===== src/hdl/imu_complementary_filter_top_assert.svh =====
// Assertion macros for the complementary filter block.
`ifndef IMU_COMPLEMENTARY_FILTER_TOP_ASSERT_SVH
`define IMU_COMPLEMENTARY_FILTER_TOP_ASSERT_SVH
// Assert that a condition always implies a consequence in the same cycle.
`define IMU_ASSERT_IMPL(label, ante, cons, msg) \
  label: assert property (@(posedge clk) disable iff (rst) (ante) |-> (cons)) \
    else $error(msg);
// Assert that a condition implies a consequence in the following cycle.
`define IMU_ASSERT_NEXT(label, ante, cons, msg) \
  label: assert property (@(posedge clk) disable iff (rst) (ante) |=> (cons)) \
    else $error(msg);
`endif


===== src/hdl/icf_pkg.sv =====
// Shared types and constants for the complementary filter block.
package icf_pkg;
  localparam int AngW = 24;
  localparam int CordW = 28;
  localparam int ZW = 26;
  localparam logic signed [AngW-1:0] AngMax = 24'sh7FFFFF;
  localparam logic signed [AngW-1:0] AngMin = -24'sh800000;

  typedef enum logic [1:0] {
    REG_GYRO_GAIN = 2'd0,
    REG_BLEND_ALPHA = 2'd1,
    REG_MAG_LOW = 2'd2,
    REG_MAG_HIGH = 2'd3
  } reg_index_t;

  typedef enum logic [1:0] {
    AXIS_PITCH = 2'd0,
    AXIS_ROLL = 2'd1,
    AXIS_YAW = 2'd2
  } axis_t;

  typedef struct packed {
    logic  load;
    logic  gyro;
    logic  cordic_init;
    logic  cordic_iter;
    logic  blend;
    logic  blend_wr;
    axis_t axis;
    logic [4:0] iter;
  } cmd_t;

  typedef struct packed {
    logic correct;
  } status_t;

  function automatic logic signed [ZW-1:0] atan_entry(input logic [4:0] i);
    logic signed [ZW-1:0] r;
    begin
      case (i)
        5'd0: r = 26'sd2949120;  5'd1: r = 26'sd1740967;
        5'd2: r = 26'sd919879;   5'd3: r = 26'sd466945;
        5'd4: r = 26'sd234379;   5'd5: r = 26'sd117304;
        5'd6: r = 26'sd58666;    5'd7: r = 26'sd29335;
        5'd8: r = 26'sd14668;    5'd9: r = 26'sd7334;
        5'd10: r = 26'sd3667;    5'd11: r = 26'sd1833;
        5'd12: r = 26'sd917;     5'd13: r = 26'sd458;
        5'd14: r = 26'sd229;     5'd15: r = 26'sd115;
        5'd16: r = 26'sd57;      5'd17: r = 26'sd29;
        5'd18: r = 26'sd14;      5'd19: r = 26'sd7;
        5'd20: r = 26'sd4;       5'd21: r = 26'sd2;
        5'd22: r = 26'sd1;       default: r = '0;
      endcase
      return r;
    end
  endfunction

  function automatic logic signed [AngW-1:0] sat24(input logic signed [47:0] v);
    begin
      if (v > 48'sd8388607) return AngMax;
      if (v < -48'sd8388608) return AngMin;
      return v[AngW-1:0];
    end
  endfunction
endpackage


===== src/hdl/icf_ctrl.sv =====
// Controller: sequences gyro update and, when the correction applies, three CORDIC runs and blends per item.
`include "imu_complementary_filter_top_assert.svh"
module icf_ctrl #(
  parameter int CORDIC_STEPS = 16
) (
  input  logic clk,
  input  logic rst,
  input  logic in_valid,
  output logic in_ready,
  output logic out_valid,
  input  logic out_ready,
  output logic applied,
  input  icf_pkg::status_t status,
  output icf_pkg::cmd_t cmd
);
  localparam int Steps = (CORDIC_STEPS < 24) ? CORDIC_STEPS : 24;
  typedef enum logic [2:0] {S_IDLE, S_GYRO, S_INIT, S_ITER, S_MUL, S_WR, S_OUT} state_t;
  state_t state;
  logic [4:0] iter;
  icf_pkg::axis_t axis;

  assign in_ready = (state == S_IDLE);
  assign out_valid = (state == S_OUT);

  always_comb begin
    cmd = '0;
    cmd.axis = axis;
    cmd.iter = iter;
    cmd.load = in_valid && in_ready;
    cmd.gyro = (state == S_GYRO);
    cmd.cordic_init = (state == S_INIT);
    cmd.cordic_iter = (state == S_ITER);
    cmd.blend = (state == S_MUL);
    cmd.blend_wr = (state == S_WR);
  end

  always_ff @(posedge clk) begin
    if (rst) begin
      state <= S_IDLE;
      iter <= '0;
      axis <= icf_pkg::AXIS_PITCH;
      applied <= 1'b0;
    end else begin
      unique case (state)
        S_IDLE: if (in_valid) state <= S_GYRO;
        S_GYRO: begin
          axis <= icf_pkg::AXIS_PITCH;
          applied <= status.correct;
          state <= status.correct ? S_INIT : S_OUT;
        end
        S_INIT: begin iter <= '0; state <= S_ITER; end
        S_ITER: begin
          iter <= iter + 5'd1;
          if (iter == 5'(Steps - 1)) state <= S_MUL;
        end
        S_MUL: state <= S_WR;
        S_WR: begin
          if (axis == icf_pkg::AXIS_YAW) state <= S_OUT;
          else begin
            axis <= (axis == icf_pkg::AXIS_PITCH) ? icf_pkg::AXIS_ROLL : icf_pkg::AXIS_YAW;
            state <= S_INIT;
          end
        end
        S_OUT: if (out_ready) state <= S_IDLE;
        default: state <= S_IDLE;
      endcase
    end
  end

  `IMU_ASSERT_IMPL(a_ready_out_excl, in_ready, !out_valid, "ready while result pending")
  `IMU_ASSERT_NEXT(a_load_to_gyro, in_valid && in_ready, cmd.gyro, "no gyro step after load")
  `IMU_ASSERT_IMPL(a_iter_bound, cmd.cordic_iter, iter < 5'(Steps), "iteration overrun")
endmodule


===== config.mk =====
export PLATFORM = sky130hd
export DESIGN_NAME = icf_ctrl
export DESIGN_NICKNAME = d
export VERILOG_FILES = /design/src/hdl/icf_pkg.sv /design/src/hdl/icf_ctrl.sv
export VERILOG_INCLUDE_DIRS = /design/src /design/src/hdl
export SDC_FILE = /design/constraint.sdc
export NUM_CORES = 1
export LEC_CHECK = 0
export ABC_AREA = 1
export BUFFER_PORTS_ARGS = -buffer_cell sky130_fd_sc_hd__buf_2
export CAP_MARGIN = 15
export CORE_AREA = 2 2 41 43
export CTS_BUF_LIST = sky130_fd_sc_hd__clkbuf_4 sky130_fd_sc_hd__clkbuf_8
export DETAILED_ROUTE_END_ITERATION = 16
export DIE_AREA = 0 0 43 45
export GPL_ROUTABILITY_DRIVEN = 0
export PLACE_DENSITY = 0.73
export REMOVE_ABC_BUFFERS = 1
export SYNTH_ARGS = -nofsm -noshare
export SYNTH_HDL_FRONTEND = slang
export SYNTH_SLANG_ARGS = --single-unit

===== constraint.sdc =====
create_clock -name clk -period 1.45 [get_ports clk]
set_clock_uncertainty 0.2 [all_clocks]
set_input_delay 0.29 -clock clk [delete_from_list [all_inputs] [get_ports clk]]
set_output_delay 0.29 -clock clk [all_outputs]
set_load 0.03 [all_outputs]

==> metrics.md <==
| Metric | Value |
|---|---|
| # DRC | 0 |
| Register area share after synthesis | about a third |
| Hold Violations, Final | 0 |
| Slew margin rel. | between 80 and 90% |
| Synth async-reset ratio | 0% |
| CTS clk-pin slew, worst paths | 70 ps |
| Final Net Count | 141 |
| Commonest non-fill, non-tap cell in the layout | buf_4 |
| Max-Cap Viols | 0 |
| Number of synthesized flops with an enable pin | 0 |
| Tmin final | roughly 1600 ps |
| H-tree depth | 1 |
| Pwr Density | between 1000 and 1500 nW/um2 |
| GRT Overall Usage | approximately a fifth |
| Longest Clk Path Bufs | 2 |
| Worst Setup EP | cmd[9] |
| Maximum VDD drop | roughly 910 uV |
| Root Buffer | clkbuf_4 |
| Number of diodes | 0 |
| PortBufs | 20 |
| Worst R2R Start | iter[0]$_SDFFE_PP0P_ |
| # rows | 14 |
| Worst-Margin Slew | 239 ps |
| Footprint of the multi-input gates | around 390 um2 |
| Critical path launch point type | flop |
| Detailed Route Iter0 Violations | 11 |
| Status | complete, but fails checks |
| Die H | roughly 45 um |
| Hold crit path type | in2reg |
| CP Capture Type | primary output |
| Worst Setup SP | state[0]$_SDFFE_PP0P_ |
| Fin util | between 70% and 80% |
| CTS Buf Count | 3 |
| First-pass GRT wire length | 2850 um |
| Via density | approximately 4.9 |
| Synthesized cell area | 647 um2 |
| WS Path Type | reg2out |
| Yosys warns | 0 |
| Die Wd | roughly 43 um |
| Hold path startpoint | rst |
| Top FF cell, synth | dfxtp_1 |
| Failing checks | negative setup slack |
| Core area | roughly 1500 um2 |
| Fin crit share | 113% |
| ANT nets after route | 0 |
| Flops & latches, synth | 11 |
| Total die area | between 1500 and 2000 um2 |
| Leakage | between 0.0005 and 0.0006 uW |
| Cell count after synthesis | 92 |
| Clk sink count | 11 |
| Final slew viol count | 0 |
| Effective utilization at floorplan | 44.0% |
| CP max-delay cell | dfxtp_4 |
| Req. time, crit path | approximately 960 ps |
| Place WS | -102 ps |
| Hold-fix buffer count after cts | 0 |
| CTS tree | done |
| RSZ-0062 raised after global routing | true |
| Initial antenna violation count | 0 |
| Max stage delay on crit path | roughly 400 ps |
| Avg WL per Cell | between 10 and 15 um |
| Worst Path Max Fanout | 4 |
| Crit path arrival time | 1150 ps |
| Final wirelength | about 1900 um |
| Min Hold Slack | between 80 and 90 ps |
| Layout fillers | 117 |
| Post-route setup TNS | -1330 ps |
| Fmax | slightly above 600 MHz |
| Io pins | 21 |
| # setup viols final | 12 |
| Vias | between 700 and 800 |
| Critical path, cell by cell | buf_6 > nand2_1 > nor2_4 > buf_6 |
| Remaining global-route overflow | 0 |
| R2R Path End | state[2]$_SDFFE_PP0P_ |
| Distinct cells, synth | 23 |
| Mapped Avg Cell Area | between 7 and 8 um2 |
| Syn-to-layout area delta | 64.6% |
| Fraction of layout cells with a size suffix above 1 | a little under three fifths |
| Setup ws final | -194 ps |
| DP HPWL | about 1200 um |
| DR pass1 iterations | 4 |
| Largest net degree at the start of global routing | 12 |
| Worst r2r path cells | 10 |
| Latest clock arrival within the worst-skew pair | approximately 270 ps |
| Most frequent cells in the layout | 19 x buf_4, 14 x nand2_1, 11 x inv_1, 10 x buf_2, 9 x buf_6 |
| Worst path most repeated cell | buf_6 |
| Vias in the first global route | 747 |
| R2r setup slk | -80 ps |
| Reg area | approximately 230 um2 |
worst max-delay path, delay by kind of cell, from the launching register on:
family,cells,cell delay [ps]
buf+inv,2,260
flops,1,400
simple gates,2,220
per-stage QoR:
stage / cells / instance area, um2 / total power, uW
2_1_floorplan: 89 / 621 / 694
3_5_place_dp: 137 / 843 / 900
3_3_place_gp: 137 / 843 / 888
4_1_cts: 149 / 1020 / 1300
5_1_grt: 149 / 1060 / 1400
6_report: 149 / 1060 / 1320
sequential cells by signal (all words and copies together) (netlist names):
name and count:
iter 5, state 3, axis 2, applied 1
cell families after synthesis:
group	count (synthesis)	share of synthesized area, %
and+or+nand+nor	46	35.2
buffers and inverters	20	13.9
AOI/OAI and AO/OA	13	13.0
DFF	11	34.0
adders and majority gates	2	3.87
Yosys cell counts (all sizes together) (2+ instances only):
master,instances,area (um2)
buf,2,22.5
ha,2,25.0
nand2,20,87.6
nor3,3,15.0
dfxtp,11,220
nand3,7,45.0
inv,17,63.8
nor2,16,80.1
a21oi,5,28.8
o21ai,4,20.0
metal layers:
layer  part of all wire [%]  routed length (um)  track usage [%]
met5                      0                   0                0
met4                      0                   0             4.85
met1                     39                 741             20.6
met3                    7.0                 132             8.00
met2                     54                1010             37.3
worst min path at each step:
stage,to,slack [ps],cells past startpoint
4_1_cts,state[2]$_SDFFE_PP0P_,80,2
3_5_place_dp,axis[1]$_SDFFE_PP0P_,310,2
5_1_grt,state[2]$_SDFFE_PP0P_,80,2
2_1_floorplan,state[2]$_SDFFE_PP0P_,150,1
3_3_place_gp,axis[1]$_SDFFE_PP0P_,270,2
6_report,state[2]$_SDFFE_PP0P_,80,2
power by group:
part	total, uW	internal (uW)	switching [uW]
clock network	226	125	101
logic	698	328	370
registers	399	341	58.1
final cells by class:
type | instances | share of cell area [%]
clock buffer | 4 | 2.82
inverter | 17 | 6.46
multi-input combinational | 61 | 36.9
sequential | 11 | 21.7
tap | 16 | 1.88
timing repair buffer | 40 | 30.2
repair_timing:
| item | 4_1_cts | 5_1_grt |
|---|---|---|
| setup buffers | 9 | 3 |
| pin swaps | 5 | 3 |
| hold endpoints to repair | 0 | 0 |
| resized for setup | 31 | 15 |
| setup endpoints to repair | 13 | 12 |
(Power assumes the default switching activity.)
