==> src/hdl/imu_complementary_filter_top_assert.svh <==
// Assertion macros for the complementary filter block.
`ifndef IMU_COMPLEMENTARY_FILTER_TOP_ASSERT_SVH
`define IMU_COMPLEMENTARY_FILTER_TOP_ASSERT_SVH
// Assert that a condition always implies a consequence in the same cycle.
`define IMU_ASSERT_IMPL(label, ante, cons, msg) \
  label: assert property (@(posedge clk) disable iff (rst) (ante) |-> (cons)) \
    else $error(msg);
// Assert that a condition implies a consequence in the following cycle.
`define IMU_ASSERT_NEXT(label, ante, cons, msg) \
  label: assert property (@(posedge clk) disable iff (rst) (ante) |=> (cons)) \
    else $error(msg);
`endif

==> src/hdl/icf_pkg.sv <==
// Shared types and constants for the complementary filter block.
package icf_pkg;
  localparam int AngW = 24;
  localparam int CordW = 28;
  localparam int ZW = 26;
  localparam logic signed [AngW-1:0] AngMax = 24'sh7FFFFF;
  localparam logic signed [AngW-1:0] AngMin = -24'sh800000;

  typedef enum logic [1:0] {
    REG_GYRO_GAIN = 2'd0,
    REG_BLEND_ALPHA = 2'd1,
    REG_MAG_LOW = 2'd2,
    REG_MAG_HIGH = 2'd3
  } reg_index_t;

  typedef enum logic [1:0] {
    AXIS_PITCH = 2'd0,
    AXIS_ROLL = 2'd1,
    AXIS_YAW = 2'd2
  } axis_t;

  typedef struct packed {
    logic  load;
    logic  gyro;
    logic  cordic_init;
    logic  cordic_iter;
    logic  blend;
    logic  blend_wr;
    axis_t axis;
    logic [4:0] iter;
  } cmd_t;

  typedef struct packed {
    logic correct;
  } status_t;

  function automatic logic signed [ZW-1:0] atan_entry(input logic [4:0] i);
    logic signed [ZW-1:0] r;
    begin
      case (i)
        5'd0: r = 26'sd2949120;  5'd1: r = 26'sd1740967;
        5'd2: r = 26'sd919879;   5'd3: r = 26'sd466945;
        5'd4: r = 26'sd234379;   5'd5: r = 26'sd117304;
        5'd6: r = 26'sd58666;    5'd7: r = 26'sd29335;
        5'd8: r = 26'sd14668;    5'd9: r = 26'sd7334;
        5'd10: r = 26'sd3667;    5'd11: r = 26'sd1833;
        5'd12: r = 26'sd917;     5'd13: r = 26'sd458;
        5'd14: r = 26'sd229;     5'd15: r = 26'sd115;
        5'd16: r = 26'sd57;      5'd17: r = 26'sd29;
        5'd18: r = 26'sd14;      5'd19: r = 26'sd7;
        5'd20: r = 26'sd4;       5'd21: r = 26'sd2;
        5'd22: r = 26'sd1;       default: r = '0;
      endcase
      return r;
    end
  endfunction

  function automatic logic signed [AngW-1:0] sat24(input logic signed [47:0] v);
    begin
      if (v > 48'sd8388607) return AngMax;
      if (v < -48'sd8388608) return AngMin;
      return v[AngW-1:0];
    end
  endfunction
endpackage

==> src/hdl/icf_datapath.sv <==
// Datapath: sample registers, gyro integration, shared CORDIC and blend unit.
module icf_datapath (
  input  logic clk,
  input  logic rst,
  input  icf_pkg::cmd_t cmd,
  output icf_pkg::status_t status,
  input  logic signed [15:0] accel_x,
  input  logic signed [15:0] accel_y,
  input  logic signed [15:0] accel_z,
  input  logic signed [15:0] gyro_x,
  input  logic signed [15:0] gyro_y,
  input  logic signed [15:0] gyro_z,
  input  logic [15:0] gyro_gain,
  input  logic [15:0] blend_alpha,
  input  logic [16:0] magnitude_low,
  input  logic [16:0] magnitude_high,
  output logic signed [23:0] pitch_est,
  output logic signed [23:0] roll_est,
  output logic signed [23:0] yaw_est
);
  logic signed [15:0] ax, ay, az, gx, gy, gz;
  logic signed [icf_pkg::CordW-1:0] cx, cy;
  logic signed [icf_pkg::ZW-1:0] cz;
  logic signed [23:0] acc_ang;
  logic signed [47:0] prod_a, prod_b;
  logic [17:0] mag;
  logic signed [15:0] num, den;
  logic signed [23:0] est_sel;
  logic signed [icf_pkg::CordW-1:0] xs, ys;
  logic signed [icf_pkg::ZW-1:0] zr;
  logic signed [icf_pkg::ZW-1:0] tbl;
  logic signed [32:0] gp_x, gp_y, gp_z;
  logic signed [47:0] bsum;

  always_comb begin
    mag = 18'(ax[15] ? -17'(ax) : 17'(ax)) + 18'(ay[15] ? -17'(ay) : 17'(ay))
        + 18'(az[15] ? -17'(az) : 17'(az));
    status.correct = (mag > 18'(magnitude_low)) && (mag < 18'(magnitude_high));
    case (cmd.axis)
      icf_pkg::AXIS_PITCH: begin num = ay; den = az; est_sel = pitch_est; end
      icf_pkg::AXIS_ROLL:  begin num = ax; den = az; est_sel = roll_est; end
      default:             begin num = ax; den = ay; est_sel = yaw_est; end
    endcase
    xs = cx >>> cmd.iter;
    ys = cy >>> cmd.iter;
    tbl = icf_pkg::atan_entry(cmd.iter);
    zr = (cz + icf_pkg::ZW'(128)) >>> 8;
    // Both operands zero gives a zero angle.
    acc_ang = (num == 0 && den == 0) ? '0 : 24'(zr);
    gp_x = gx * $signed({1'b0, gyro_gain});
    gp_y = gy * $signed({1'b0, gyro_gain});
    gp_z = gz * $signed({1'b0, gyro_gain});
    bsum = prod_a + prod_b + 48'sd32768;
  end

  always_ff @(posedge clk) begin
    if (rst) begin
      pitch_est <= '0;
      roll_est <= '0;
      yaw_est <= '0;
    end else begin
      if (cmd.gyro) begin
        pitch_est <= icf_pkg::sat24(48'(pitch_est) + 48'((48'(gp_x) + 48'sd8388608) >>> 24));
        roll_est <= icf_pkg::sat24(48'(roll_est) - 48'((48'(gp_y) + 48'sd8388608) >>> 24));
        yaw_est <= icf_pkg::sat24(48'(yaw_est) + 48'((48'(gp_z) + 48'sd8388608) >>> 24));
      end
      if (cmd.blend_wr) begin
        unique case (cmd.axis)
          icf_pkg::AXIS_PITCH: pitch_est <= icf_pkg::sat24(bsum >>> 16);
          icf_pkg::AXIS_ROLL:  roll_est <= icf_pkg::sat24(bsum >>> 16);
          default:             yaw_est <= icf_pkg::sat24(bsum >>> 16);
        endcase
      end
    end
  end

  always_ff @(posedge clk) begin
    if (cmd.load) begin
      ax <= accel_x; ay <= accel_y; az <= accel_z;
      gx <= gyro_x; gy <= gyro_y; gz <= gyro_z;
    end
    if (cmd.cordic_init) begin
      if (den < 0) begin
        if (num >= 0) begin
          cx <= icf_pkg::CordW'(num) <<< 8;
          cy <= -(icf_pkg::CordW'(den) <<< 8);
          cz <= 26'sd5898240;
        end else begin
          cx <= -(icf_pkg::CordW'(num) <<< 8);
          cy <= icf_pkg::CordW'(den) <<< 8;
          cz <= -26'sd5898240;
        end
      end else begin
        cx <= icf_pkg::CordW'(den) <<< 8;
        cy <= icf_pkg::CordW'(num) <<< 8;
        cz <= '0;
      end
    end else if (cmd.cordic_iter) begin
      if (cy > 0) begin
        cx <= cx + ys; cy <= cy - xs; cz <= cz + tbl;
      end else begin
        cx <= cx - ys; cy <= cy + xs; cz <= cz - tbl;
      end
    end
    if (cmd.blend) begin
      prod_a <= $signed({32'b0, blend_alpha}) * 48'(est_sel);
      prod_b <= $signed(48'(17'h10000 - 17'(blend_alpha))) * 48'(acc_ang);
    end
  end
endmodule

==> config.mk <==
export PLATFORM = sky130hd
export DESIGN_NAME = icf_datapath
export DESIGN_NICKNAME = d
export VERILOG_FILES = /design/src/hdl/imu_complementary_filter_top_assert.svh /design/src/hdl/icf_pkg.sv /design/src/hdl/icf_datapath.sv
export SDC_FILE = /design/constraint.sdc
export NUM_CORES = 2
export LEC_CHECK = 0
export ABC_AREA = 1
export ABC_CLOCK_PERIOD_IN_PS = 13660
export BUFFER_PORTS_ARGS = -buffer_cell sky130_fd_sc_hd__buf_2
export CORE_MARGIN = 2
export CORE_UTILIZATION = 65
export CTS_BUF_LIST = sky130_fd_sc_hd__clkbuf_2
export CTS_CLUSTER_SIZE = 14
export DETAILED_ROUTE_END_ITERATION = 10
export PLACE_DENSITY = 0.84
export SLEW_MARGIN = 5
export SYNTH_ARGS = -nofsm -noshare
export SYNTH_HDL_FRONTEND = slang
export SYNTH_SLANG_ARGS = --single-unit
==> constraint.sdc <==
create_clock -name clk -period 13.66 [get_ports clk]
set_clock_uncertainty 0.1 [all_clocks]
set_input_delay 2.732 -clock clk [delete_from_list [all_inputs] [get_ports clk]]
set_output_delay 2.732 -clock clk [all_outputs]
set_load 0.05 [all_outputs]
==> out/qor.csv <==
stage,metric,value,unit
grt,grt_busiest_layer,met2,
clock_tree,cts-root-buf,clkbuf_2,
yosys,avgSynthCellArea,7.672,um2
setup_path,start_kind,input port,
finish,multiInputGateArea,0.06224,mm2
sta,grt_setup_unrepaired,no,
grt,antenna_found_initial,10,
finish,seq_area,0.009279,mm2
grt,grt_pass1_vias,75520,
setup_path,cp_top_family,adder cells,
floorplan,die_area,0.1296,mm2
sta,fmax,85.98,MHz
setup_path,crit_top_cell,inv_1,
drt,avgViaCountPerCell,5.782,
clock_tree,cts_buffers,96,
setup_path,crit_arrival,12.68,ns
yosys,ys.flop_type,edfxtp_1,
grt,grtUsageMet1,51.15,%
sta,drv_slew,0,
floorplan,io-pin-count,250,
drt,first_pass_iters,9,
drt,initialDrtViolationCount,6916,
clock_tree,clkSinkCount,333,
yosys,synth_area,0.08239,mm2
setup_path,worstSetupPathType,in2reg,
drt,drc,0,
yosys,synth_area_leaders,"fa_1 (32%), ha_1 (13%), inv_1 (11%), nand2_1 (11%), edfxtp_1 (9.5%)",
grt,grt_start_max_net_pins,82,
sta,fin_crit_sh,85.14,%
yosys,async_flop_share,0,%
setup_path,slowest_delay,0.61,ns
clock_tree,clockBufferDepth,3,
placed_design,portBuffers,249,
sta,slew_headroom,14.00,%
yosys,synth_commonest_cells,"inv_1 (2,433), nand2_1 (2,402), fa_1 (1,301)",
clock_tree,ctsHtreeMaxLevel,3,
clock_tree,cts_setup_buffers,0,
sta,worstMarginPinSlew,1.284,ns
clock_tree,cts_resized,0,
grt,use_met2,66.20,%
setup_path,slowest_stage,o21ai_0,
grt,grtUsageMet3,8.922,%
outcome,outcome,"complete, no violations",
sta,period_needed,11.63,ns
sta,finalSetupTns,0,ns
floorplan,start_util,65.52,%
sta,hold_viol_final,0,
yosys,yosysMostFrequentCell,inv_1,
finish,nets,13100,
drt,vias,72300,
setup_path,crit_fanout,37,
floorplan,fp.coreArea,0.1257,mm2
finish,fillers,10570,
run,cap_violations,0,
placed_design,dp_hpwl,211200,um
clock_tree,clk_pin_slew,0.10,ns
yosys,synth_edf_count,261,
setup_path,critical_path.endpoint_type,flop,
yosys,synth.distinct_cells,70,
yosys,ys_warn_count,0,
setup_path,cp_num_buf_inv,10,
yosys,synth_top_area_share,31.61,%
yosys,ys_seq_area_share,11.26,%
yosys,yosysTopAreaCell,fa_1,
drt,wirelength,258800,um
grt,grt_pass1_wl,409300,um
floorplan,die_h,360.0,um
drt,drtAntennaViolNets,0,
finish,area_growth,4.026,%
floorplan,die_w,360.0,um
clock_tree,hold_buffers,0,
setup_path,required,14.71,ns
yosys,synthCells,10740,
placed_design,gp_congestion,0.9937,
floorplan,rows,130,
finish,drive_gt1_share,5.063,%
clock_tree,cts_tree,built,
clock_tree,clock_latency,1.54,ns
hold_path,min_path_type,reg2reg,
drt,wl_per_cell,20.70,um
grt,overflow,0,
grt,track_usage,40.60,%
sta,setup-violations-final,0,
yosys,ys_ff_latch,333,
## path summary, 6_finish.rpt
check | to | start | cells after the start | slack (ns)
min reg2reg | roll_est[7] | roll_est[7] | 4 | 0.52
max reg2reg | prod_b[38] | ax[0] | 36 | 3.52
min | roll_est[7] | roll_est[7] | 4 | 0.52
max | prod_b[38] | cmd[6] | 38 | 2.03
## cells in the final DEF, fill, tap and decap left out, drive strengths merged, types with 28 or more instances in the layout
cell type  netlist  layout
clkbuf         301     119
or2             32      32
ha             850     850
o21ai          496     496
o21a            42      42
inv           2450    2452
clkinv          28      72
a21oi          591     591
dfxtp           72      72
o211ai          28      28
buf             88     325
fa            1301    1301
edfxtp         261     261
nand2         2413    2413
nand4           51      51
nand3          207     207
nor2           791     791
xnor2          127     127
xor2           260     260
nor3            74      74
a31oi           52      52
## cells by family (layout without fill, tap and decap cells)
| kind of cell | Yosys count | count (layout) | share of synthesized area, % |
|---|---|---|---|
| adder cells (fa/ha/maj) | 2151 | 2151 | 44.52 |
| multiplexers | 19 | 19 | 0.2308 |
| XOR/XNOR | 387 | 387 | 4.160 |
| AND/OR/NAND/NOR | 3604 | 3604 | 17.31 |
| AO/OA/AOI/OAI | 1376 | 1376 | 9.273 |
| buffers and inverters | 2867 | 2971 | 13.24 |
| flip-flops | 333 | 333 | 11.26 |
| other | 1 | 13 | 0.004552 |
## registers in the layout, indices dropped and copies added (netlist names)
| signal | count |
|---|---|
| ax | 16 |
| gz | 16 |
| pitch_est | 24 |
| cx | 28 |
| prod_b | 42 |
| gy | 16 |
| cy | 28 |
| ay | 16 |
| roll_est | 24 |
| prod_a | 41 |
| gx | 16 |
| cz | 26 |
| az | 16 |
| yaw_est | 24 |
## tightest hold or removal path, cell delays in order, from the launching register on
cell and delay [ns]:
dfxtp_1 0.34, inv_1 0.08, nand2_1 0.05, nand2_1 0.06, a21oi_1 0.05
## layout make-up
cell class                 count  area share (%)
multi-input combinational   7540           72.62
timing repair buffer         325           2.169
clock inverter                49          0.3986
tap                         1650           2.409
sequential                   333           10.83
antenna                       10         0.02920
clock buffer                 119          0.6949
inverter                    2478           10.85
## metal layers
layer	vias up	wire length, um
li1	32880	-
met1	34900	97590
met2	3711	119100
met3	808	26980
met4	6	15080
met5	-	44
## through the flow
stage | cells | utilization (%) | hold slack [ns] | setup slack [ns] | area [um2]
2_1_floorplan | 10740 | - | 0.5722 | 2.788 | 82390
3_3_place_gp | 12330 | 67.40 | 0.4922 | 0.8589 | 84740
3_5_place_dp | 12330 | 67.40 | 0.5035 | 0.7767 | 84740
4_1_cts | 12490 | 68.14 | 0.5171 | 2.303 | 85680
5_1_grt | 12500 | 68.16 | 0.5672 | 1.260 | 85700
6_report | 12500 | 68.16 | 0.5206 | 2.030 | 85700
Power is not shown: default switching activity piles up to over one toggle a cycle in this logic, so the estimate is an artifact.
